## src/sv/tsmb_pkg.sv

```systemverilog
package tsmb_pkg;

  localparam int unsigned ADDR_BITS  = 24;
  localparam int unsigned WIDTH_BITS = 12;
  localparam int unsigned COL_BITS   = 11;
  localparam int unsigned LINE_BITS  = 15;
  localparam int unsigned PADDR_BITS = 5;

  localparam logic [WIDTH_BITS-1:0] MAX_WIDTH  = 12'd2048;
  localparam logic [15:0]           MAX_HEIGHT = 16'd32768;

  // Input operation codes.
  localparam logic OP_START = 1'b0;
  localparam logic OP_WORD  = 1'b1;

  // Register indexes (byte address is four times the index).
  localparam logic [2:0] REG_CONTROL_ZERO    = 3'd0;
  localparam logic [2:0] REG_CONTROL_ONE     = 3'd1;
  localparam logic [2:0] REG_FIRST_WORD_MASK = 3'd2;
  localparam logic [2:0] REG_LAST_WORD_MASK  = 3'd3;
  localparam logic [2:0] REG_WIDTH_WORDS     = 3'd4;
  localparam logic [2:0] REG_HEIGHT_LINES    = 3'd5;
  localparam logic [2:0] REG_DEST_START      = 3'd6;
  localparam logic [2:0] REG_DEST_MODULO     = 3'd7;

  typedef struct packed {
    logic        operation;
    logic [15:0] a_word;
    logic [15:0] b_word;
    logic [15:0] c_word;
  } src_word_t;

  typedef struct packed {
    logic [15:0]          d_word;
    logic [ADDR_BITS-1:0] d_address;
    logic                 d_write;
    logic                 line_end;
    logic                 blit_done;
  } dst_word_t;

  // Per-word control handed to the word unit.
  typedef struct packed {
    logic        use_a;
    logic        use_b;
    logic        use_c;
    logic        descending;
    logic [3:0]  a_shift;
    logic [3:0]  b_shift;
    logic [7:0]  minterm;
    logic        first_col;
    logic        last_col;
    logic [15:0] first_mask;
    logic [15:0] last_mask;
  } word_ctrl_t;

endpackage

```

## src/sv/tsmb_word_unit.sv

```systemverilog
module tsmb_word_unit
  import tsmb_pkg::*;
(
  input  word_ctrl_t  ctrl,
  input  logic [15:0] a_hold,
  input  logic [15:0] b_hold,
  input  src_word_t   src,
  output logic [15:0] a_new,
  output logic [15:0] b_new,
  output logic [15:0] d_word
);

  // Ascending shifts right through the hold word; descending shifts left.
  function automatic logic [15:0] barrel(input logic [15:0] hold, input logic [15:0] now,
                                         input logic [3:0] sh, input logic desc);
    logic [31:0] wide;
    begin
      if (desc) begin
        wide = {now, hold} << sh;
        barrel = wide[31:16];
      end else begin
        wide = {hold, now} >> sh;
        barrel = wide[15:0];
      end
    end
  endfunction

  logic [15:0] mask;
  logic [15:0] a_dat;
  logic [15:0] b_dat;
  logic [15:0] c_dat;

  always_comb begin
    mask = 16'hFFFF;
    if (ctrl.first_col) begin
      mask = mask & ctrl.first_mask;
    end
    if (ctrl.last_col) begin
      mask = mask & ctrl.last_mask;
    end
    a_new = (ctrl.use_a ? src.a_word : 16'hFFFF) & mask;
    b_new = ctrl.use_b ? src.b_word : 16'h0000;
    c_dat = ctrl.use_c ? src.c_word : 16'h0000;
    a_dat = barrel(a_hold, a_new, ctrl.a_shift, ctrl.descending);
    b_dat = barrel(b_hold, b_new, ctrl.b_shift, ctrl.descending);
    for (int i = 0; i < 16; i++) begin
      d_word[i] = ctrl.minterm[{a_dat[i], b_dat[i], c_dat[i]}];
    end
  end

endmodule

```

## src/sv/three_source_minterm_blitter_core.sv

```systemverilog
// Destination side of a three-source minterm blitter.
// Software programs the eight registers over the APB-style port while the
// block is idle, then sends a start word (operation 0) on the source channel,
// followed by one data word per destination word carrying the fetched A, B
// and C words. A start word yields nothing; each data word of a running blit
// yields one result word on the destination channel with the minterm result,
// its byte address, the write enable and the line and blit end flags. Data
// words that arrive while no blit runs are dropped.
// The result word is registered at the edge that takes the source word.
// Throughput is one word per cycle, set by the single output register; a new
// source word is taken whenever that register is empty or is being emptied in
// the same cycle. When the receiver stalls, the result holds and the source
// channel stalls with it.
// Reset clears the blit state (idle, pointer and hold words zero), drops any
// pending result word, and returns the registers to their reset values.
module three_source_minterm_blitter_core
  import tsmb_pkg::*;
(
  input  logic                  clk,
  input  logic                  rst,
  input  logic                  src_valid,
  output logic                  src_ready,
  input  src_word_t             src_word,
  output logic                  dst_valid,
  input  logic                  dst_ready,
  output dst_word_t             dst_word,
  input  logic                  psel,
  input  logic                  penable,
  input  logic                  pwrite,
  input  logic [PADDR_BITS-1:0] paddr,
  input  logic [31:0]           pwdata,
  output logic [31:0]           prdata,
  output logic                  pready
);

  // Configuration registers.
  logic [15:0]           control_zero;
  logic [15:0]           control_one;
  logic [15:0]           first_word_mask;
  logic [15:0]           last_word_mask;
  logic [WIDTH_BITS-1:0] width_words;
  logic [15:0]           height_lines;
  logic [ADDR_BITS-1:0]  dest_start;
  logic [15:0]           dest_modulo;

  // Blit state.
  logic [15:0]           a_hold;
  logic [15:0]           b_hold;
  logic [COL_BITS-1:0]   column;
  logic [LINE_BITS-1:0]  line;
  logic [ADDR_BITS-1:0]  dest_pointer;
  logic                  active;

  logic [2:0] reg_index;
  logic       reg_write;

  assign pready    = 1'b1;
  assign reg_index = paddr[PADDR_BITS-1:2];
  assign reg_write = psel && penable && pwrite;

  always_ff @(posedge clk) begin
    if (rst) begin
      control_zero    <= 16'h0000;
      control_one     <= 16'h0000;
      first_word_mask <= 16'hFFFF;
      last_word_mask  <= 16'hFFFF;
      width_words     <= 12'd1;
      height_lines    <= 16'd1;
      dest_start      <= '0;
      dest_modulo     <= 16'h0000;
    end else if (reg_write) begin
      case (reg_index)
        REG_CONTROL_ZERO:    control_zero    <= pwdata[15:0];
        REG_CONTROL_ONE:     control_one     <= pwdata[15:0];
        REG_FIRST_WORD_MASK: first_word_mask <= pwdata[15:0];
        REG_LAST_WORD_MASK:  last_word_mask  <= pwdata[15:0];
        REG_WIDTH_WORDS:     width_words     <= pwdata[WIDTH_BITS-1:0];
        REG_HEIGHT_LINES:    height_lines    <= pwdata[15:0];
        REG_DEST_START:      dest_start      <= pwdata[ADDR_BITS-1:0];
        REG_DEST_MODULO:     dest_modulo     <= pwdata[15:0];
        default: ;
      endcase
    end
  end

  always_comb begin
    case (reg_index)
      REG_CONTROL_ZERO:    prdata = {16'h0000, control_zero};
      REG_CONTROL_ONE:     prdata = {16'h0000, control_one};
      REG_FIRST_WORD_MASK: prdata = {16'h0000, first_word_mask};
      REG_LAST_WORD_MASK:  prdata = {16'h0000, last_word_mask};
      REG_WIDTH_WORDS:     prdata = {20'h00000, width_words};
      REG_HEIGHT_LINES:    prdata = {16'h0000, height_lines};
      REG_DEST_START:      prdata = {8'h00, dest_start};
      REG_DEST_MODULO:     prdata = {16'h0000, dest_modulo};
      default:             prdata = 32'h0000_0000;
    endcase
  end

  // Handshake: the output register is the only stage between the channels.
  logic src_take;
  logic take_start;
  logic take_data;

  assign src_ready  = !dst_valid || dst_ready;
  assign src_take   = src_valid && src_ready;
  assign take_start = src_take && (src_word.operation == OP_START);
  assign take_data  = src_take && (src_word.operation == OP_WORD) && active;

  // Position within the blit. A zero or oversized width or height counts as
  // the maximum.
  logic [WIDTH_BITS-1:0] width_eff;
  logic [15:0]           height_eff;
  logic [WIDTH_BITS-1:0] column_inc;
  logic [15:0]           line_inc;
  logic                  last_col;
  logic                  last_line;

  always_comb begin
    width_eff  = (width_words == '0 || width_words > MAX_WIDTH) ? MAX_WIDTH : width_words;
    height_eff = (height_lines == '0 || height_lines > MAX_HEIGHT) ? MAX_HEIGHT : height_lines;
    column_inc = {1'b0, column} + 12'd1;
    line_inc   = {1'b0, line} + 16'd1;
    last_col   = column_inc >= width_eff;
    last_line  = line_inc >= height_eff;
  end

  word_ctrl_t  ctrl;
  logic [15:0] a_new;
  logic [15:0] b_new;
  logic [15:0] d_word;
  logic        use_d;
  logic        descending;

  assign use_d      = control_zero[8];
  assign descending = control_one[1];

  always_comb begin
    ctrl.use_a      = control_zero[11];
    ctrl.use_b      = control_zero[10];
    ctrl.use_c      = control_zero[9];
    ctrl.descending = descending;
    ctrl.a_shift    = control_zero[15:12];
    ctrl.b_shift    = control_one[15:12];
    ctrl.minterm    = control_zero[7:0];
    ctrl.first_col  = (column == '0);
    ctrl.last_col   = last_col;
    ctrl.first_mask = first_word_mask;
    ctrl.last_mask  = last_word_mask;
  end

  tsmb_word_unit u_word_unit (
    .ctrl   (ctrl),
    .a_hold (a_hold),
    .b_hold (b_hold),
    .src    (src_word),
    .a_new  (a_new),
    .b_new  (b_new),
    .d_word (d_word)
  );

  // The destination pointer moves by one word, plus the sign-extended modulo
  // at a line end, downward in descending mode. It stays put when D is off.
  logic [ADDR_BITS-1:0] modulo_ext;
  logic [ADDR_BITS-1:0] step;
  logic [ADDR_BITS-1:0] dest_pointer_next;

  always_comb begin
    modulo_ext = {{(ADDR_BITS-16){dest_modulo[15]}}, dest_modulo};
    step       = last_col ? (ADDR_BITS'(2) + modulo_ext) : ADDR_BITS'(2);
    if (!use_d) begin
      dest_pointer_next = dest_pointer;
    end else if (descending) begin
      dest_pointer_next = dest_pointer - step;
    end else begin
      dest_pointer_next = dest_pointer + step;
    end
  end

  always_ff @(posedge clk) begin
    if (rst) begin
      active       <= 1'b0;
      column       <= '0;
      line         <= '0;
      dest_pointer <= '0;
      a_hold       <= 16'h0000;
      b_hold       <= 16'h0000;
    end else if (take_start) begin
      // A start abandons any running blit and rewinds.
      active       <= 1'b1;
      column       <= '0;
      line         <= '0;
      dest_pointer <= dest_start;
      a_hold       <= 16'h0000;
      b_hold       <= 16'h0000;
    end else if (take_data) begin
      dest_pointer <= dest_pointer_next;
      if (last_col) begin
        column <= '0;
        a_hold <= 16'h0000;
        b_hold <= 16'h0000;
        if (last_line) begin
          line   <= '0;
          active <= 1'b0;
        end else begin
          line <= line_inc[LINE_BITS-1:0];
        end
      end else begin
        column <= column_inc[COL_BITS-1:0];
        a_hold <= a_new;
        b_hold <= b_new;
      end
    end
  end

  // Output register.
  always_ff @(posedge clk) begin
    if (rst) begin
      dst_valid <= 1'b0;
    end else if (take_data) begin
      dst_valid <= 1'b1;
    end else if (dst_ready) begin
      dst_valid <= 1'b0;
    end
  end

  always_ff @(posedge clk) begin
    if (take_data) begin
      dst_word.d_word    <= d_word;
      dst_word.d_address <= dest_pointer;
      dst_word.d_write   <= use_d;
      dst_word.line_end  <= last_col;
      dst_word.blit_done <= last_col && last_line;
    end
  end

  // The last word of the blit leaves the block idle.
  assert property (@(posedge clk) disable iff (rst)
    (take_data && last_col && last_line) |=> !active)
    else $error("blit still active after its last word");

  // A start rewinds the position and loads the pointer from dest_start.
  assert property (@(posedge clk) disable iff (rst)
    take_start |=> (active && column == '0 && line == '0 && a_hold == 16'h0000
                    && dest_pointer == $past(dest_start)))
    else $error("start did not rewind the blit");

  // Data words taken while idle change nothing and produce no result.
  assert property (@(posedge clk) disable iff (rst)
    (src_take && src_word.operation == OP_WORD && !active)
      |=> ($stable(dest_pointer) && $stable(column) && $stable(line) && !$rose(dst_valid)))
    else $error("data word while idle changed state");

  // With D disabled the destination pointer does not move.
  assert property (@(posedge clk) disable iff (rst)
    (take_data && !use_d) |=> $stable(dest_pointer))
    else $error("pointer moved with channel D disabled");

  // A result word carries the pointer value held when its source word came in.
  assert property (@(posedge clk) disable iff (rst)
    take_data |=> (dst_valid && dst_word.d_address == $past(dest_pointer)))
    else $error("result address does not match destination pointer");

endmodule
```

## config.mk

```make
export PLATFORM = sky130hd
export DESIGN_NAME = three_source_minterm_blitter_core
export DESIGN_NICKNAME = d
export VERILOG_FILES = /design/src/sv/tsmb_pkg.sv /design/src/sv/tsmb_word_unit.sv /design/src/sv/three_source_minterm_blitter_core.sv
export SDC_FILE = /design/constraint.sdc
export NUM_CORES = 1
export LEC_CHECK = 0
export ABC_CLOCK_PERIOD_IN_PS = 12700
export BUFFER_PORTS_ARGS = -buffer_cell sky130_fd_sc_hd__buf_2
export CORE_ASPECT_RATIO = 0.5
export CORE_MARGIN = 8
export CORE_UTILIZATION = 30
export CTS_CLUSTER_DIAMETER = 60
export DETAILED_ROUTE_END_ITERATION = 16
export PLACE_DENSITY_LB_ADDON = 0.25
export SYNTH_ARGS = -nofsm -noshare
export SYNTH_HDL_FRONTEND = slang
export SYNTH_SLANG_ARGS = --single-unit
```

## constraint.sdc

```tcl
create_clock -name clk -period 12.7 [get_ports clk]
set_input_delay 1.905 -clock clk [delete_from_list [all_inputs] [get_ports clk]]
set_output_delay 1.905 -clock clk [all_outputs]
set_load 0.01 [all_outputs]
```

==> impl_metrics.yaml <==
routing:
  wirelength_mm: 77.2
  route.vias.total: 20018
  firstDrtPassIters: 8
  wl_per_cell_um: 22.0
  via_per_inst: 5.72
  drc: 0
  drt_iter0_drc: 2182
  postRouteAntennaNets: 0
setup_path:
  worst_path_largest_cell_delay_ps: 990
  critPathSlowestCell: "o21ai_1"
  required_ps: 13130
  worstPathArrival_ps: 8090
  worst-r2r-setup-slack_ps: 5050
  crit_top_cell: "ha_1"
  end_kind: "register"
  critPathMaxFanout: 43
  reg2reg_from: "column[0]$_SDFFE_PP0P_"
  crit_start: "column[0]$_SDFFE_PP0P_"
  reg2reg_to: "dest_pointer[21]$_SDFFE_PP0P_"
  r2r_cells: 25
  critPathKind: "register to register"
  startpoint_type: "register"
worst_hold_path:
  min_to: "control_zero[10]$_SDFFE_PP0P_"
  min_path_type: "register to register"
  hold_path_depth: 2
  worstHoldStart: "control_zero[10]$_SDFFE_PP0P_"
cells_and_area:
  final_util: 0.337
  stdcell_area_um2: 22400
  num-nets-final: 2731
  syn_to_final_growth_pct: 11.6
  fillers: 7042
  drive_gt1_frac: 0.145
clock_network:
  cts-root-buf: "clkbuf_16"
  h-tree-depth: 1
  cts_buffer_depth: 3
  path_clk_slew_ps: 60
  clock_sinks: 259
  cts_tree: "yes"
  cts_resized: 0
  cts_buffers: 30
  clkLatencyLatePin_ps: 620
  cts_setup_buffers: 0
  postCtsHoldBufs: 0
placed_design:
  place_area_um2: 21400
  portBuffers: 151
  dpl_worst_slack_ps: 5420
  hpwlAfterDp_mm: 56.1
  place_congestion: 0.899
synth:
  synth-async-reset-ratio: 0
  synth_cell_types: 86
  yosysMostFrequentCell: "nand2_1"
  postSynthCellCount: 2580
  synth.yosys.seq_area_share: 0.279
  yosysTopAreaCellShare: 0.215
  synthFlopType: "dfxtp_1"
  synth_edf_count: 43
  netlist_area_um2: 20100
  synth_common_cells: "401 x nand2_1, 245 x nor2_1, 229 x a21oi_1"
  yosys_warnings: 0
  synth_top_cell_by_area: "dfxtp_1"
  synth_area_per_cell_um2: 7.80
  yosys-top-cells-area: "dfxtp_1 21%, nand2_1 7.5%, mux2i_1 6.5%"
  ys_ff_latch: 259
sta:
  skew_ps: 56.2
  tightestPinTransition_ps: 1370
  slew-limit-headroom: 0.0722
  finalSetupTns_ps: 0
  min_period_over_period: 0.602
  fmax_ghz: 0.131
  setup_viol: 0
  fin_hold_ws_ps: 455
  final_max_slew_viol_count: 0
  layout_setup_ws_ps: 5050
  fin_crit_ps: 7650
  rsz0062_at_grt: "false"
  hold_viol_final: 0
grt:
  first_global_vias: 18539
  gr-usage-met1: 0.254
  grt_pass1_wl_mm: 116
  antenna_found_initial: 3
  gr-total-overflow: 0
  grt_max_degree: 76
  grt_busiest_layer: "met2"
  met2_usage: 0.323
  track_usage: 0.192
  grt_use_met3: 0.0247
floorplanning:
  die_h_um: 199
  dieArea_um2: 76100
  pin_count: 171
  die_x_um: 382
  core-area_um2: 66600
  initial_utilization: 0.302
  rows: 67
run_status:
  run_status: "completed"
pwr:
  p_leak_uw: 0.00802
  power.density_nw_per_um2: 85.9
  vdd_ir_drop_max_v: 0.0000824
job:
  drv_cap: 0
-- logic make-up (layout without fill, tap and decap cells) --
kind of cell,Yosys count,after routing,synth area share
buffers and inverters,268,283,0.0532
XOR/XNOR,60,60,0.0261
AO/OA/AOI/OAI,705,705,0.227
flip-flops,259,259,0.279
multiplexers,228,228,0.152
AND/OR/NAND/NOR,1001,1001,0.226
adder cells (fa/ha/maj),57,57,0.0358
other,2,12,0.000373
-- metrics by stage --
stage / total power, µW / instances
2_1_floorplan: 976 / 2587
3_3_place_gp: 1050 / 3446
3_5_place_dp: 1060 / 3446
4_1_cts: 1950 / 3499
5_1_grt: 1990 / 3502
6_report: 1930 / 3502
-- final cells by class --
type | instances | area [µm²] | share of cell area
multi-input combinational | 2060 | 13500 | 0.601
sequential | 259 | 5630 | 0.251
tap | 897 | 1120 | 0.0500
timing repair buffer | 185 | 1010 | 0.0451
clock buffer | 46 | 945 | 0.0421
inverter | 45 | 169 | 0.00752
clock inverter | 7 | 76.3 | 0.00340
antenna | 3 | 7.51 | 0.000334
-- placed cells by master (no fill, tap or decap), types with 33 or more instances in the layout --
cell,instances
o211ai_1,43
nor2_1,243
mux4_2,56
a21oi_1,229
buf_4,35
o21ai_0,115
mux2_2,36
inv_1,37
xnor2_1,39
nand2b_1,44
nand2_1,401
mux2i_1,130
edfxtp_1,43
o22ai_1,33
dfxtp_1,209
ha_1,56
a22oi_1,33
nor3_1,46
clkbuf_16,33
buf_2,150
nand3_1,78
-- power breakdown --
group,switching [µW],internal (µW),leakage (µW)
Clock,375,514,0.000493
Combinational,134,59.4,0.00545
Sequential,6.93,839,0.00208
Total,516,1410,0.00802
-- how the worst max path moves through the flow --
stage	end	slack (ps)	depth (start not counted)
after global routing	dest_pointer[20]$_SDFFE_PP0P_	4500	26
after floorplan	dest_pointer[21]$_SDFFE_PP0P_	6390	31
after global placement	dest_pointer[21]$_SDFFE_PP0P_	5310	25
after CTS	dest_pointer[21]$_SDFFE_PP0P_	5300	27
after detailed placement	dest_pointer[21]$_SDFFE_PP0P_	5420	27
final	dest_pointer[21]$_SDFFE_PP0P_	5050	25
-- worst max-delay path, delay by kind of cell (launching register included) --
| kind | cells | cell delay, ps |
|---|---|---|
| flops | 1 | 420 |
| simple gates | 11 | 3180 |
| compound gates | 8 | 2350 |
| xor+xnor | 2 | 280 |
| buf+inv | 1 | 310 |
| fa+ha+maj | 3 | 910 |
-- sequential cells by signal (all words and copies together) (netlist names), 11 cells and up --
signal	flops
control_one	16
first_word_mask	16
last_word_mask	16
dest_pointer	24
line	15
a_hold	16
dst_word	43
b_hold	16
control_zero	16
dest_start	24
dest_modulo	16
width_words	12
column	11
height_lines	16
-- routing by layer --
metal,share of wire,wire [µm],vias up
li1,-,-,9461
met1,0.43,33200,9678
met3,0.062,4770,134
met4,0.039,2980,0
met5,0,0,-
met2,0.47,36200,745
Power figures use the tool's default switching activity.
